File: src/shbc_pkg.sv
// ----------------------------------------------------------------------------
// shbc_pkg : shared types and constants for the box-to-cells block
// Fixed-point widths, hash primes, queue entry layout and the floor/saturate
// helper used by the front end.
// ----------------------------------------------------------------------------
package shbc_pkg;

    // Configuration
    localparam int MAX_SPAN        = 4;
    localparam int COORD_FRAC_BITS = 8;
    localparam int RECIP_FRAC_BITS = 16;
    localparam int RECIP_W         = 17;
    localparam int COORD_W         = 32;
    localparam int CELL_W          = 24;
    localparam int HASH_W          = 32;
    localparam int PADDR_W         = 3;
    localparam int PDATA_W         = 32;

    localparam logic [RECIP_W-1:0] RECIP_RESET = RECIP_W'(6554);

    // Product of a coordinate and the reciprocal, and its floored form
    localparam int PROD_W     = COORD_W + RECIP_W + 1;
    localparam int FLOOR_SH   = COORD_FRAC_BITS + RECIP_FRAC_BITS;
    localparam int SHIFTED_W  = PROD_W - FLOOR_SH;
    localparam int SPAN_W     = (MAX_SPAN > 1) ? $clog2(MAX_SPAN) : 1;
    localparam int DIFF_W     = CELL_W + 1;

    localparam int QUEUE_DEPTH = 2;
    localparam int QUEUE_PTR_W = $clog2(QUEUE_DEPTH);
    localparam int QUEUE_CNT_W = $clog2(QUEUE_DEPTH + 1);

    localparam logic [HASH_W-1:0] HASH_PX = 32'h8da6b343;
    localparam logic [HASH_W-1:0] HASH_PY = 32'hd8163841;
    localparam logic [HASH_W-1:0] HASH_PZ = 32'hcb1ab31f;

    localparam logic signed [SHIFTED_W-1:0] SAT_HI = SHIFTED_W'(8388607);
    localparam logic signed [SHIFTED_W-1:0] SAT_LO = SHIFTED_W'(-8388608);

    typedef logic signed [CELL_W-1:0] cell_t;
    typedef logic [SPAN_W-1:0]        span_t;
    typedef logic [1:0]               axis_t;

    localparam axis_t AXIS_X = 2'd0;
    localparam axis_t AXIS_Y = 2'd1;
    localparam axis_t AXIS_Z = 2'd2;

    // One box after classification: min cell, hash of the min cell,
    // cell count minus one per axis, clip flag
    typedef struct packed {
        cell_t [2:0]       lo;
        logic [HASH_W-1:0] hash;
        span_t [2:0]       nm1;
        logic              clipped;
    } box_entry_t;

    function automatic logic [HASH_W-1:0] hash_prime(input axis_t axis);
        logic [HASH_W-1:0] p;
        unique case (axis)
            AXIS_X:  p = HASH_PX;
            AXIS_Y:  p = HASH_PY;
            AXIS_Z:  p = HASH_PZ;
            default: p = '0;
        endcase
        return p;
    endfunction

    // Floor is the arithmetic shift already applied; clamp to the cell range
    function automatic cell_t sat_cell(input logic signed [SHIFTED_W-1:0] v);
        cell_t c;
        if (v > SAT_HI)
            c = SAT_HI[CELL_W-1:0];
        else if (v < SAT_LO)
            c = SAT_LO[CELL_W-1:0];
        else
            c = v[CELL_W-1:0];
        return c;
    endfunction

endpackage

File: src/spatial_hash_box_cells.sv
// ----------------------------------------------------------------------------
// spatial_hash_box_cells : axis-aligned box to spatial hash grid cells
// Converts box corners to cell indexes and emits every covered cell with its
// prime-multiply hash.
// ----------------------------------------------------------------------------
// A box is taken as six signed Q23.8 corner coordinates. The front end runs
// the six corners one after another through a single 32x17 multiplier by the
// reciprocal cell size, floors and clamps each to a 24-bit cell index, hashes
// the min cell and classifies the box; the next box can be taken on the last
// step of that schedule. Classified boxes wait in a two-entry queue, and the
// back end emits one cell per cycle from its output register unless the
// output stalls. A box covers at most MAX_SPAN cells per axis. An inverted box
// yields no transfer at all. There is no clearing pass after reset. The only
// register, the reciprocal cell size, sits at byte address 0 and should only
// be written with the block idle.
// ----------------------------------------------------------------------------
module spatial_hash_box_cells (
    input  logic                                  clk,
    input  logic                                  rst_n,
    // configuration port
    input  logic                                  psel,
    input  logic                                  penable,
    input  logic                                  pwrite,
    input  logic [shbc_pkg::PADDR_W-1:0]          paddr,
    input  logic [shbc_pkg::PDATA_W-1:0]          pwdata,
    output logic [shbc_pkg::PDATA_W-1:0]          prdata,
    output logic                                  pready,
    // box input
    input  logic                                  in_valid,
    output logic                                  in_ready,
    input  logic signed [shbc_pkg::COORD_W-1:0]   min_x,
    input  logic signed [shbc_pkg::COORD_W-1:0]   min_y,
    input  logic signed [shbc_pkg::COORD_W-1:0]   min_z,
    input  logic signed [shbc_pkg::COORD_W-1:0]   max_x,
    input  logic signed [shbc_pkg::COORD_W-1:0]   max_y,
    input  logic signed [shbc_pkg::COORD_W-1:0]   max_z,
    // cell output
    output logic                                  out_valid,
    input  logic                                  out_ready,
    output logic signed [shbc_pkg::CELL_W-1:0]    cell_x,
    output logic signed [shbc_pkg::CELL_W-1:0]    cell_y,
    output logic signed [shbc_pkg::CELL_W-1:0]    cell_z,
    output logic signed [shbc_pkg::HASH_W-1:0]    cell_hash,
    output logic                                  last,
    output logic                                  clipped
);

    // Register index is the word address; only the reciprocal exists
    localparam logic REG_RECIP = 1'b0;

    logic [shbc_pkg::RECIP_W-1:0] recip_reg;
    logic                         cfg_write;
    logic                         push_valid;
    logic                         push_ready;
    shbc_pkg::box_entry_t         push_entry;
    logic                         pop_valid;
    logic                         pop_ready;
    shbc_pkg::box_entry_t         pop_entry;

    // Register file: writes land in the access phase, reads are combinational
    assign pready    = 1'b1;
    assign cfg_write = psel && penable && pwrite && pready;
    assign prdata    = (paddr[2] == REG_RECIP)
                     ? shbc_pkg::PDATA_W'(recip_reg) : '0;

    always_ff @(posedge clk or negedge rst_n)
    begin
        if (!rst_n)
            recip_reg <= shbc_pkg::RECIP_RESET;
        else if (cfg_write && (paddr[2] == REG_RECIP))
            recip_reg <= pwdata[shbc_pkg::RECIP_W-1:0];
    end

    // Front: corners to cells, classify, drop inverted boxes
    shbc_front u_front (
        .clk        (clk),
        .rst_n      (rst_n),
        .recip      (recip_reg),
        .in_valid   (in_valid),
        .in_ready   (in_ready),
        .min_x      (min_x),
        .min_y      (min_y),
        .min_z      (min_z),
        .max_x      (max_x),
        .max_y      (max_y),
        .max_z      (max_z),
        .push_valid (push_valid),
        .push_ready (push_ready),
        .push_entry (push_entry)
    );

    // Hold classified boxes so either side can stall on its own
    shbc_queue u_queue (
        .clk        (clk),
        .rst_n      (rst_n),
        .push_valid (push_valid),
        .push_ready (push_ready),
        .push_entry (push_entry),
        .pop_valid  (pop_valid),
        .pop_ready  (pop_ready),
        .pop_entry  (pop_entry)
    );

    // Back: walk the cells and transfer one per cycle while the output is not stalled
    shbc_back u_back (
        .clk        (clk),
        .rst_n      (rst_n),
        .pop_valid  (pop_valid),
        .pop_ready  (pop_ready),
        .pop_entry  (pop_entry),
        .out_valid  (out_valid),
        .out_ready  (out_ready),
        .cell_x     (cell_x),
        .cell_y     (cell_y),
        .cell_z     (cell_z),
        .cell_hash  (cell_hash),
        .last       (last),
        .clipped    (clipped)
    );

endmodule

File: src/shbc_front.sv
// ----------------------------------------------------------------------------
// shbc_front : corner-to-cell conversion and box classification
// Runs the six corners through one multiplier, floors and clamps them, hashes
// the min cell, then pushes a box entry or drops an inverted box.
// ----------------------------------------------------------------------------
module shbc_front (
    input  logic                                  clk,
    input  logic                                  rst_n,
    input  logic [shbc_pkg::RECIP_W-1:0]          recip,
    input  logic                                  in_valid,
    output logic                                  in_ready,
    input  logic signed [shbc_pkg::COORD_W-1:0]   min_x,
    input  logic signed [shbc_pkg::COORD_W-1:0]   min_y,
    input  logic signed [shbc_pkg::COORD_W-1:0]   min_z,
    input  logic signed [shbc_pkg::COORD_W-1:0]   max_x,
    input  logic signed [shbc_pkg::COORD_W-1:0]   max_y,
    input  logic signed [shbc_pkg::COORD_W-1:0]   max_z,
    output logic                                  push_valid,
    input  logic                                  push_ready,
    output shbc_pkg::box_entry_t                  push_entry
);

    typedef enum logic {
        FRONT_IDLE,
        FRONT_BUSY
    } front_state_t;

    localparam logic [2:0] LAST_STEP = 3'd7;
    localparam logic [2:0] MUL_LAST  = 3'd5;

    front_state_t state_reg;
    logic [2:0]   step_reg;

    logic signed [shbc_pkg::COORD_W-1:0]   coord_reg [6];
    logic signed [shbc_pkg::PROD_W-1:0]    prod_reg;
    shbc_pkg::cell_t                        cell_reg [6];
    logic [shbc_pkg::HASH_W-1:0]           hprod_reg;
    logic [shbc_pkg::HASH_W-1:0]           hash_reg;

    logic [2:0]                            mul_idx;
    logic signed [shbc_pkg::PROD_W-1:0]    mul_a;
    logic signed [shbc_pkg::PROD_W-1:0]    mul_b;
    logic [2:0]                            cell_idx;
    logic [2:0]                            hash_idx;
    shbc_pkg::cell_t                        hash_cell;
    logic [shbc_pkg::HASH_W-1:0]           hash_mul;
    logic                                  inverted;
    logic                                  advance;
    logic                                  at_last;
    logic                                  accept;
    shbc_pkg::box_entry_t                  entry;

    assign at_last = (state_reg == FRONT_BUSY) && (step_reg == LAST_STEP);
    assign advance = inverted || push_ready;
    assign in_ready = (state_reg == FRONT_IDLE) || (at_last && advance);
    assign accept = in_valid && in_ready;
    assign push_valid = at_last && !inverted;
    assign push_entry = entry;

    // Corner multiply: signed coordinate times unsigned reciprocal
    assign mul_idx  = (step_reg <= MUL_LAST) ? step_reg : 3'd0;
    assign mul_a    = shbc_pkg::PROD_W'(coord_reg[mul_idx]);
    assign mul_b    = shbc_pkg::PROD_W'({1'b0, recip});
    assign cell_idx = step_reg - 3'd1;
    assign hash_idx = step_reg - 3'd2;
    assign hash_cell = cell_reg[(hash_idx <= 3'd2) ? hash_idx : 3'd0];
    assign hash_mul  = shbc_pkg::HASH_W'(
        {{(shbc_pkg::HASH_W - shbc_pkg::CELL_W){hash_cell[shbc_pkg::CELL_W-1]}}, hash_cell}
        * shbc_pkg::hash_prime(hash_idx[1:0]));

    // Classify per axis: inverted, span, clip
    always_comb
    begin
        logic signed [shbc_pkg::DIFF_W-1:0] diff;
        inverted      = 1'b0;
        entry.clipped = 1'b0;
        entry.hash    = hash_reg;
        for (int a = 0; a < 3; a++)
        begin
            entry.lo[a] = cell_reg[a];
            diff = shbc_pkg::DIFF_W'(cell_reg[a + 3]) - shbc_pkg::DIFF_W'(cell_reg[a]);
            if (diff < 0)
                inverted = 1'b1;
            if (diff > shbc_pkg::DIFF_W'(shbc_pkg::MAX_SPAN - 1))
            begin
                entry.clipped = 1'b1;
                entry.nm1[a]  = shbc_pkg::SPAN_W'(shbc_pkg::MAX_SPAN - 1);
            end
            else
            begin
                entry.nm1[a] = diff[shbc_pkg::SPAN_W-1:0];
            end
        end
    end

    always_ff @(posedge clk or negedge rst_n)
    begin
        if (!rst_n)
        begin
            state_reg <= FRONT_IDLE;
            step_reg  <= 3'd0;
        end
        else
        begin
            unique case (state_reg)
                FRONT_IDLE:
                begin
                    if (in_valid)
                    begin
                        state_reg <= FRONT_BUSY;
                        step_reg  <= 3'd0;
                    end
                end
                FRONT_BUSY:
                begin
                    if (step_reg != LAST_STEP)
                        step_reg <= step_reg + 3'd1;
                    else if (advance)
                    begin
                        step_reg <= 3'd0;
                        if (!in_valid)
                            state_reg <= FRONT_IDLE;
                    end
                end
                default:
                begin
                    state_reg <= FRONT_IDLE;
                end
            endcase
        end
    end

    // Datapath schedule: multiply on steps 0-5, floor on 1-6, hash multiply on 2-4, hash sum on 3-5
    always_ff @(posedge clk)
    begin
        if (accept)
        begin
            coord_reg[0] <= min_x;
            coord_reg[1] <= min_y;
            coord_reg[2] <= min_z;
            coord_reg[3] <= max_x;
            coord_reg[4] <= max_y;
            coord_reg[5] <= max_z;
        end
        if (state_reg == FRONT_BUSY)
        begin
            if (step_reg <= MUL_LAST)
                prod_reg <= mul_a * mul_b;
            if (step_reg >= 3'd1 && step_reg <= 3'd6)
                cell_reg[cell_idx] <= shbc_pkg::sat_cell(
                    prod_reg[shbc_pkg::PROD_W-1:shbc_pkg::FLOOR_SH]);
            if (step_reg >= 3'd2 && step_reg <= 3'd4)
                hprod_reg <= hash_mul;
            if (step_reg == 3'd0)
                hash_reg <= '0;
            else if (step_reg >= 3'd3 && step_reg <= 3'd5)
                hash_reg <= hash_reg + hprod_reg;
        end
    end

    assert property (@(posedge clk) disable iff (!rst_n)
        accept |=> (state_reg == FRONT_BUSY) && (step_reg == 3'd0))
        else $error("front did not restart its schedule on a new box");

    assert property (@(posedge clk) disable iff (!rst_n)
        (state_reg == FRONT_BUSY) && (step_reg != LAST_STEP) |-> !in_ready)
        else $error("front took a box before its schedule ended");

endmodule

File: src/shbc_queue.sv
// ----------------------------------------------------------------------------
// shbc_queue : short queue of classified boxes
// Decouples the front end from the cell walker.
// ----------------------------------------------------------------------------
module shbc_queue (
    input  logic                 clk,
    input  logic                 rst_n,
    input  logic                 push_valid,
    output logic                 push_ready,
    input  shbc_pkg::box_entry_t push_entry,
    output logic                 pop_valid,
    input  logic                 pop_ready,
    output shbc_pkg::box_entry_t pop_entry
);

    shbc_pkg::box_entry_t                 mem [shbc_pkg::QUEUE_DEPTH];
    logic [shbc_pkg::QUEUE_PTR_W-1:0]     wr_ptr_reg;
    logic [shbc_pkg::QUEUE_PTR_W-1:0]     rd_ptr_reg;
    logic [shbc_pkg::QUEUE_CNT_W-1:0]     count_reg;
    logic                                 push_fire;
    logic                                 pop_fire;

    assign push_ready = (count_reg != shbc_pkg::QUEUE_CNT_W'(shbc_pkg::QUEUE_DEPTH));
    assign pop_valid  = (count_reg != '0);
    assign pop_entry  = mem[rd_ptr_reg];
    assign push_fire  = push_valid && push_ready;
    assign pop_fire   = pop_valid && pop_ready;

    always_ff @(posedge clk or negedge rst_n)
    begin
        if (!rst_n)
        begin
            wr_ptr_reg <= '0;
            rd_ptr_reg <= '0;
            count_reg  <= '0;
        end
        else
        begin
            if (push_fire)
                wr_ptr_reg <= wr_ptr_reg + 1'b1;
            if (pop_fire)
                rd_ptr_reg <= rd_ptr_reg + 1'b1;
            if (push_fire && !pop_fire)
                count_reg <= count_reg + 1'b1;
            else if (pop_fire && !push_fire)
                count_reg <= count_reg - 1'b1;
        end
    end

    always_ff @(posedge clk)
    begin
        if (push_fire)
            mem[wr_ptr_reg] <= push_entry;
    end

    assert property (@(posedge clk) disable iff (!rst_n)
        count_reg <= shbc_pkg::QUEUE_CNT_W'(shbc_pkg::QUEUE_DEPTH))
        else $error("queue count beyond depth");

    assert property (@(posedge clk) disable iff (!rst_n)
        push_fire && !pop_fire |=> count_reg == $past(count_reg) + 1'b1)
        else $error("queue lost a pushed entry");

endmodule

File: src/shbc_back.sv
// ----------------------------------------------------------------------------
// shbc_back : cell walker
// Steps through the cells of one box, x outermost, z innermost, and keeps the
// hash up to date by adding the primes. Ends in the output register.
// ----------------------------------------------------------------------------
module shbc_back (
    input  logic                                 clk,
    input  logic                                 rst_n,
    input  logic                                 pop_valid,
    output logic                                 pop_ready,
    input  shbc_pkg::box_entry_t                 pop_entry,
    output logic                                 out_valid,
    input  logic                                 out_ready,
    output logic signed [shbc_pkg::CELL_W-1:0]   cell_x,
    output logic signed [shbc_pkg::CELL_W-1:0]   cell_y,
    output logic signed [shbc_pkg::CELL_W-1:0]   cell_z,
    output logic signed [shbc_pkg::HASH_W-1:0]   cell_hash,
    output logic                                 last,
    output logic                                 clipped
);

    logic                         active_reg;
    logic                         out_valid_reg;
    shbc_pkg::span_t              i_reg, j_reg, k_reg;
    shbc_pkg::span_t              nx_reg, ny_reg, nz_reg;
    shbc_pkg::cell_t              lo_y_reg, lo_z_reg;
    shbc_pkg::cell_t              cur_x_reg, cur_y_reg, cur_z_reg;
    logic [shbc_pkg::HASH_W-1:0]  hash_reg, row_reg, plane_reg;
    logic                         clip_reg;

    shbc_pkg::cell_t              cell_x_reg, cell_y_reg, cell_z_reg;
    logic [shbc_pkg::HASH_W-1:0]  cell_hash_reg;
    logic                         last_reg, clipped_reg;

    logic                         emit;
    logic                         is_last;
    logic                         load;

    assign emit      = active_reg && (!out_valid_reg || out_ready);
    assign is_last   = (i_reg == nx_reg) && (j_reg == ny_reg) && (k_reg == nz_reg);
    assign load      = pop_valid && (!active_reg || (emit && is_last));
    assign pop_ready = load;

    assign out_valid = out_valid_reg;
    assign cell_x    = cell_x_reg;
    assign cell_y    = cell_y_reg;
    assign cell_z    = cell_z_reg;
    assign cell_hash = cell_hash_reg;
    assign last      = last_reg;
    assign clipped   = clipped_reg;

    always_ff @(posedge clk or negedge rst_n)
    begin
        if (!rst_n)
        begin
            active_reg    <= 1'b0;
            out_valid_reg <= 1'b0;
            i_reg         <= '0;
            j_reg         <= '0;
            k_reg         <= '0;
        end
        else
        begin
            if (emit)
                out_valid_reg <= 1'b1;
            else if (out_ready)
                out_valid_reg <= 1'b0;

            if (load)
            begin
                active_reg <= 1'b1;
                i_reg      <= '0;
                j_reg      <= '0;
                k_reg      <= '0;
            end
            else if (emit)
            begin
                if (is_last)
                    active_reg <= 1'b0;
                else if (k_reg != nz_reg)
                    k_reg <= k_reg + 1'b1;
                else if (j_reg != ny_reg)
                begin
                    j_reg <= j_reg + 1'b1;
                    k_reg <= '0;
                end
                else
                begin
                    i_reg <= i_reg + 1'b1;
                    j_reg <= '0;
                    k_reg <= '0;
                end
            end
        end
    end

    // Cell coordinates and running hashes
    always_ff @(posedge clk)
    begin
        if (emit)
        begin
            cell_x_reg    <= cur_x_reg;
            cell_y_reg    <= cur_y_reg;
            cell_z_reg    <= cur_z_reg;
            cell_hash_reg <= hash_reg;
            last_reg      <= is_last;
            clipped_reg   <= clip_reg;
        end
        if (load)
        begin
            nx_reg    <= pop_entry.nm1[0];
            ny_reg    <= pop_entry.nm1[1];
            nz_reg    <= pop_entry.nm1[2];
            lo_y_reg  <= pop_entry.lo[1];
            lo_z_reg  <= pop_entry.lo[2];
            cur_x_reg <= pop_entry.lo[0];
            cur_y_reg <= pop_entry.lo[1];
            cur_z_reg <= pop_entry.lo[2];
            hash_reg  <= pop_entry.hash;
            row_reg   <= pop_entry.hash;
            plane_reg <= pop_entry.hash;
            clip_reg  <= pop_entry.clipped;
        end
        else if (emit && !is_last)
        begin
            if (k_reg != nz_reg)
            begin
                cur_z_reg <= cur_z_reg + 1'b1;
                hash_reg  <= hash_reg + shbc_pkg::HASH_PZ;
            end
            else if (j_reg != ny_reg)
            begin
                cur_y_reg <= cur_y_reg + 1'b1;
                cur_z_reg <= lo_z_reg;
                row_reg   <= row_reg + shbc_pkg::HASH_PY;
                hash_reg  <= row_reg + shbc_pkg::HASH_PY;
            end
            else
            begin
                cur_x_reg <= cur_x_reg + 1'b1;
                cur_y_reg <= lo_y_reg;
                cur_z_reg <= lo_z_reg;
                plane_reg <= plane_reg + shbc_pkg::HASH_PX;
                row_reg   <= plane_reg + shbc_pkg::HASH_PX;
                hash_reg  <= plane_reg + shbc_pkg::HASH_PX;
            end
        end
    end

    assert property (@(posedge clk) disable iff (!rst_n)
        emit |=> out_valid_reg)
        else $error("walker emitted a cell that never reached the output");

endmodule

File: config.mk
export PLATFORM = sky130hd
export DESIGN_NAME = spatial_hash_box_cells
export DESIGN_NICKNAME = d
export VERILOG_FILES = /design/src/shbc_pkg.sv /design/src/spatial_hash_box_cells.sv /design/src/shbc_front.sv /design/src/shbc_queue.sv /design/src/shbc_back.sv
export SDC_FILE = /design/constraint.sdc
export NUM_CORES = 2
export LEC_CHECK = 0
export ABC_CLOCK_PERIOD_IN_PS = 8150
export BUFFER_PORTS_ARGS = -buffer_cell sky130_fd_sc_hd__buf_2
export CAP_MARGIN = 20
export CORE_MARGIN = 2
export CORE_UTILIZATION = 43
export CTS_CLUSTER_SIZE = 25
export DETAILED_ROUTE_END_ITERATION = 10
export HOLD_SLACK_MARGIN = 0.12
export PLACE_DENSITY = 0.72
export SKIP_LAST_GASP = 1
export SLEW_MARGIN = 20
export SYNTH_ARGS = -nofsm -noshare
export SYNTH_HDL_FRONTEND = slang
export SYNTH_SLANG_ARGS = --single-unit
File: constraint.sdc
create_clock -name clk -period 8.15 [get_ports clk]
set_clock_uncertainty 0.15 [all_clocks]
set_input_delay 1.63 -clock clk [delete_from_list [all_inputs] [get_ports clk]]
set_output_delay 1.63 -clock clk [all_outputs]
set_load 0.05 [all_outputs]
Word level (Yosys, flattened, before mapping)
Memories as Yosys holds them, arrays and structs flattened.
Index checks and enable logic that the tools add are counted.
- output and inout bits: 141
- logic and storage cells: 214
- memory bits (read-only): 0
- input bits: 234
- latch bits: 0
- memories kept: 3
- register bits: 476
- bits in writable memories: 558
- memories (name ; words ; bits a word ; rd ports ; clocked after memory_dff ; write ports ; RTL line ; text):
    u_queue.mem ; 2 ; 111 ; 1 ; 0 ; 1 ; shbc_queue.sv:16 ; shbc_pkg::box_entry_t mem [shbc_pkg::QUEUE_DEPTH];
    u_front.coord_reg ; 6 ; 32 ; 1 ; 0 ; 6 ; shbc_front.sv:34 ; logic signed [shbc_pkg::COORD_W-1:0] coord_reg [6];
    u_front.cell_reg ; 6 ; 24 ; 7 ; 0 ; 1 ; shbc_front.sv:36 ; shbc_pkg::cell_t cell_reg [6];
- multiply operators: 2
- reduce and logical (&&, ||, !) cells: 49
- shifts and indexed selects: 0
- equal/unequal tests: 15
- add/sub/neg operators: 20
- divide/modulo/power cells: 0
- bitwise gates (word level): 2
- multiplexer cells: 76
- $lt $le $gt $ge: 15
- operator list (cell ; number):
    $mux W32 ; 12
    $mux W24 ; 15
    $add A32 B32 Y32 const B ; 3
    $pmux W32 S3 ; 1
    $gt A25 B3 Y1 const B ; 3
    $lt A25 B1 Y1 const B ; 3
    $sub A24 B24 Y25 ; 3
    $add A24 B1 Y24 const B ; 3
    $mul A32 B18 Y50 ; 1
    $mux W2 ; 19
    $add A32 B32 Y32 ; 1
    $mul A24 B32 Y32 ; 1
    $gt A26 B24 Y1 const B ; 1
    $lt A26 B24 Y1 const B ; 1
    $mux W1 ; 21
    $logic_and A1 B1 Y1 ; 20
    $mux W17 ; 1
    $mux W3 ; 5
    $reduce_and A2 Y1 ; 7
    $reduce_bool A2 Y1 ; 7
    $le A3 B3 Y1 const B ; 3
    $add A2 B1 Y2 const B ; 4
    $eq A2 B2 Y1 ; 3
    $ge A3 B2 Y1 const B ; 2
    other kinds (23) ; 39

Logic depth before layout (Yosys ltp)
An unclocked memory read counts as a cell.
- word-level depth: 13
- depth in mapped cells: 39
- gate-level depth less buffers: 34

Modules after synthesis
A second synthesis with hierarchy kept.
- cell total of the unflattened synthesis: 7131
- area, all modules: 80059.3 um^2
- modules (own cells, without submodules) (module ; cells each ; instances ; sequential area each (um^2) ; area each (um^2)):
    shbc_front ; 5294 ; 1 ; 14333.7 ; 54597.4
    shbc_back ; 1402 ; 1 ; 10079.7 ; 16294.4
    shbc_queue ; 363 ; 1 ; 6766.5 ; 8222.9
    spatial_hash_box_cells ; 72 ; 1 ; 434.2 ; 944.7

Worst setup path after synthesis
No wires, ideal clock.
- path type: register to register
- start: register u_front.step_reg[1]
- end: register u_front.hprod_reg[30] in the netlist's numbering, data pin
- period minus slack after synthesis: 9.015 ns
- required time: 7.742 ns
- path slack: -0.865 ns
- data arrival time: 8.608 ns
- buffers on the path: 5
- cell stages (with the launch flop): 36
- setup time: 0.258 ns
- path through: dfrtp_1 -> buf_1 -> inv_2 -> ha_1 -> nand2b_1 -> a21o_1 -> buf_2 -> buf_4 -> buf_4 -> buf_2 -> mux4_2 -> a21oi_1 -> nand2b_1 -> inv_1 -> fa_1 -> fa_1 -> fa_1 -> ha_1 -> inv_1 -> fa_1 -> inv_1 -> fa_1 -> inv_1 -> fa_1 -> inv_1 -> ha_1 -> nor3_1 -> o211ai_1 -> a211oi_1 -> o311ai_1 -> o211a_1 -> o311a_1 -> nor3_1 -> o21bai_1 -> a21oi_1 -> xnor2_1
- cells in the longest elaborated chain, start to end: 5
- elaborated cells between the ends (all ways): 9
- those cells by class: 1 x add/sub; 1 x mul; 1 x order compare; 2 x eq/ne; 2 x mux; 1 x reduce/logical; 1 x memory
- RTL lines (item ; RTL line ; text):
    from (decl) ; shbc_front.sv:32 ; logic [2:0] step_reg;
    from (signal assigned) ; shbc_front.sv:117 ; step_reg <= step_reg + 3'd1;
    $sub A3 B2 Y3 * ; shbc_front.sv:65 ; assign hash_idx = step_reg - 3'd2;
    $le A3 B2 Y1 ; shbc_front.sv:66 ; assign hash_cell = cell_reg[(hash_idx <= 3'd2) ? hash_idx : 3'd0];
    $mux W3 ; shbc_front.sv:66 ;
    $mem_v2 Z6 W24 ; -- ;
    $mul A24 B32 Y32 * ; shbc_front.sv:69 ; * shbc_pkg::hash_prime(hash_idx[1:0]));
    named net u_front.hash_mul (one bit) ; shbc_front.sv:46 ; logic [shbc_pkg::HASH_W-1:0] hash_mul;
    to (signal assigned) ; shbc_front.sv:153 ; hprod_reg <= hash_mul;
    to (decl) ; shbc_front.sv:37 ; logic [shbc_pkg::HASH_W-1:0] hprod_reg;
Mark *: on every way through the listed nets, which the timed path passes. The rest lies on a longest branch.
A chain may end at the register's enable or synchronous reset.

Worst setup path after layout
- start: register u_front.step_reg[2]
- end: register u_front.hprod_reg[30] in the netlist's numbering, data pin
- cells in the longest elaborated chain, start to end: 5
- RTL lines (item ; RTL line):
    $sub A3 B2 Y3 * ; shbc_front.sv:65
    $le A3 B2 Y1 ; shbc_front.sv:66
    $mux W3 * ; shbc_front.sv:66
    $mem_v2 Z6 W24 * ; --
    $mul A24 B32 Y32 * ; shbc_front.sv:69
    named net u_front.hash_mul (one bit) ; shbc_front.sv:46
Marked as above.

==> impl_metrics.ini <==
[run_status]
status = finished, violations left
failed_checks = setup timing

[clock_tree]
cts.path.max_buffers = 3
htreeDepth = 3
worstSkewPairLatency_ns = 0.79
cts_made_buffers = 107
tritoncts = done
clkTransAtPathRegs_ns = 0.06
root_buffer = clkbuf_16
clock-sinks = 1040

[critical_path]
crit_type = reg -> reg
cp_slowest_cell = fa_1
start_kind = flip-flop
crit_start = u_front.step_reg[2]
path_max_fanout = 7
required_ns = 8.50
crit_top_cell = inv_1
cp-end-kind = flip-flop
arrival_ns = 8.71
max_stage_delay_ns = 0.57
r2r-start = u_front.step_reg[2]

[yosys]
synthXorXnorAreaFrac = 0.0328
synth_warnings = 0
synth.distinct_cells = 95
synthArstFlopShare = 0.0317
ys_ff_latch = 1040
avgSynthCellArea_um2 = 11.1
ys.flop_type = edfxtp_1
synth_top_family_by_area = adder cells
synth_edf_count = 1007
synthSimpleGateAreaFrac = 0.108
syn-instance-count = 7083
syn_area_mm2 = 0.0788
ys_top_cells_by_count = 1,241 x inv_1, 1,007 x edfxtp_1, 801 x fa_1, 487 x nor2_1, 482 x nand2_1
synth.top_cell.area_share = 0.384
synth-adder-area-share = 0.276
yosysTopAreaCell = edfxtp_1
seq_area_frac_synth = 0.395
synth_compound_area_frac = 0.0750
muxShareOfSynthArea = 0.0406
yosysMostFrequentCell = inv_1
yosys-top-cells-area = edfxtp_1 38%, fa_1 20%, ha_1 7.2%

[die]
initial_core_util = 0.432
coreArea_mm2 = 0.182
ios = 375
die_w_um = 432
fp.dieArea_mm2 = 0.187
die_y_um = 432
num_rows = 157

[detailed_routing]
routed-via-count = 54900
vias_per_cell = 5.28
drtAntennaViolNets = 0
first_iter_violations = 4927
wirelength_mm = 207
drt-pass1-iter-count = 6
drc_errors = 0
wl_per_cell_um = 19.9

[global_routing]
grt.overflow.total = 0
antenna_found_initial = 21
grt_pass1_wl_mm = 321
grt_max_degree = 137
grt_pass1_vias = 56500
grt_usage = 0.222

[place]
dp_hpwl_mm = 162
portBuffers = 341
gp_congestion = 0.993
placed_area_mm2 = 0.0871

[cells_and_area]
largest_reg_flops = 222
nNetsFinal = 9397
design_area_mm2 = 0.0923
nFillCells = 15700
utilization = 0.506
area_delta_synth_final_pct = 17.2
drive_gt1_frac = 0.187

[run]
max_cap_violations = 0

[sta]
slew_headroom = 0.291
final.setup.worst_slack_ns = -0.208
rsz0062_at_grt = yes
fin_setup_tns_ns = -2.35
post-route-min-period_ns = 8.36
timing_worst_slew_pin_value_ns = 1.06
hold_viol = 0
setup_violations = 18
drv_slew = 0
period_share = 1.03
hold_ws_ns = 0.277
timing.fmax_mhz = 120

[min_path]
min_from = u_back.clip_reg
hold_path_class = reg -> reg
-- layer usage --
layer,global-route usage,vias up,part of all wire
met5,0,-,0.000077
li1,-,25000,-
met2,0.366,2202,0.47
met1,0.296,27200,0.41
met4,0.0863,2,0.043
met3,0.0315,418,0.075
-- cell type report --
class                           count  area (um2)  area share
Sequential cell                  1040       31100       0.337
Antenna cell                       19        47.5    0.000515
Clock inverter                     79         810     0.00877
Clock buffer                      122        2730      0.0296
Timing Repair Buffer              961        6800      0.0737
Multi-Input combinational cell   4551       43100       0.467
Inverter                         1246        4690      0.0508
Tap cell                         2385        2980      0.0323
-- worst max-delay path: cells and delay by family, from the launching register on --
kind | cells | cell delay (ns)
xor gates and xnor gates | 1 | 0.07
adders and majority gates | 9 | 3.54
buffers and inverters | 13 | 1.20
muxes | 2 | 0.50
DFF | 1 | 0.48
AOI/OAI and AO/OA | 9 | 1.60
and+or+nand+nor | 4 | 0.51
-- path summary, 6_finish.rpt --
path | slack [ns] | end | cells past startpoint
max | -0.21 | u_front.hprod_reg[30] | 38
min | 0.28 | u_back.clipped | 0
max reg2reg | -0.21 | u_front.hprod_reg[30] | 38
min reg2reg | 0.28 | u_back.clipped | 0
max in group asynchronous | 6.43 | u_queue.rd_ptr_reg | 2
min in group asynchronous | 0.81 | recip_reg[10] | 2
-- cell families after synthesis --
logic type / after synthesis
DFF: 1040
xor gates and xnor gates: 295
AOI/OAI and AO/OA: 946
adders and majority gates: 1256
muxes: 276
other: 2
buffers and inverters: 1506
and+or+nand+nor: 1762
-- per-stage QoR --
step / cells / setup slack, ns
6_report: 10400 / -0.208
3_5_place_dp: 10100 / -0.747
3_3_place_gp: 10100 / -0.601
2_1_floorplan: 7097 / -0.125
4_1_cts: 10400 / -0.197
5_1_grt: 10400 / -0.522
-- timing repair --
item                                    4_1_cts  5_1_grt
gates resized for setup                     137      112
setup buffers                                29       26
endpoints found under the setup margin       34       38
hold buffers                                  0        0
cloned                                        2        0
pin swaps                                    52       59
-- placed cells by master, fill, tap and decap left out, drive strengths merged, types with 105 or more instances in the layout --
cell | synthesis | final
ha | 455 | 455
a21oi | 329 | 329
xor2 | 105 | 105
mux2i | 153 | 153
inv | 1246 | 1253
and2 | 328 | 328
nor2b | 106 | 106
buf | 55 | 961
nand2 | 483 | 483
o21ai | 212 | 212
xnor2 | 190 | 190
fa | 801 | 801
clkbuf | 205 | 122
nor2 | 487 | 487
edfxtp | 1007 | 1007
Power is not shown: default switching activity piles up to over one toggle a cycle in this logic, so the estimate is an artifact.
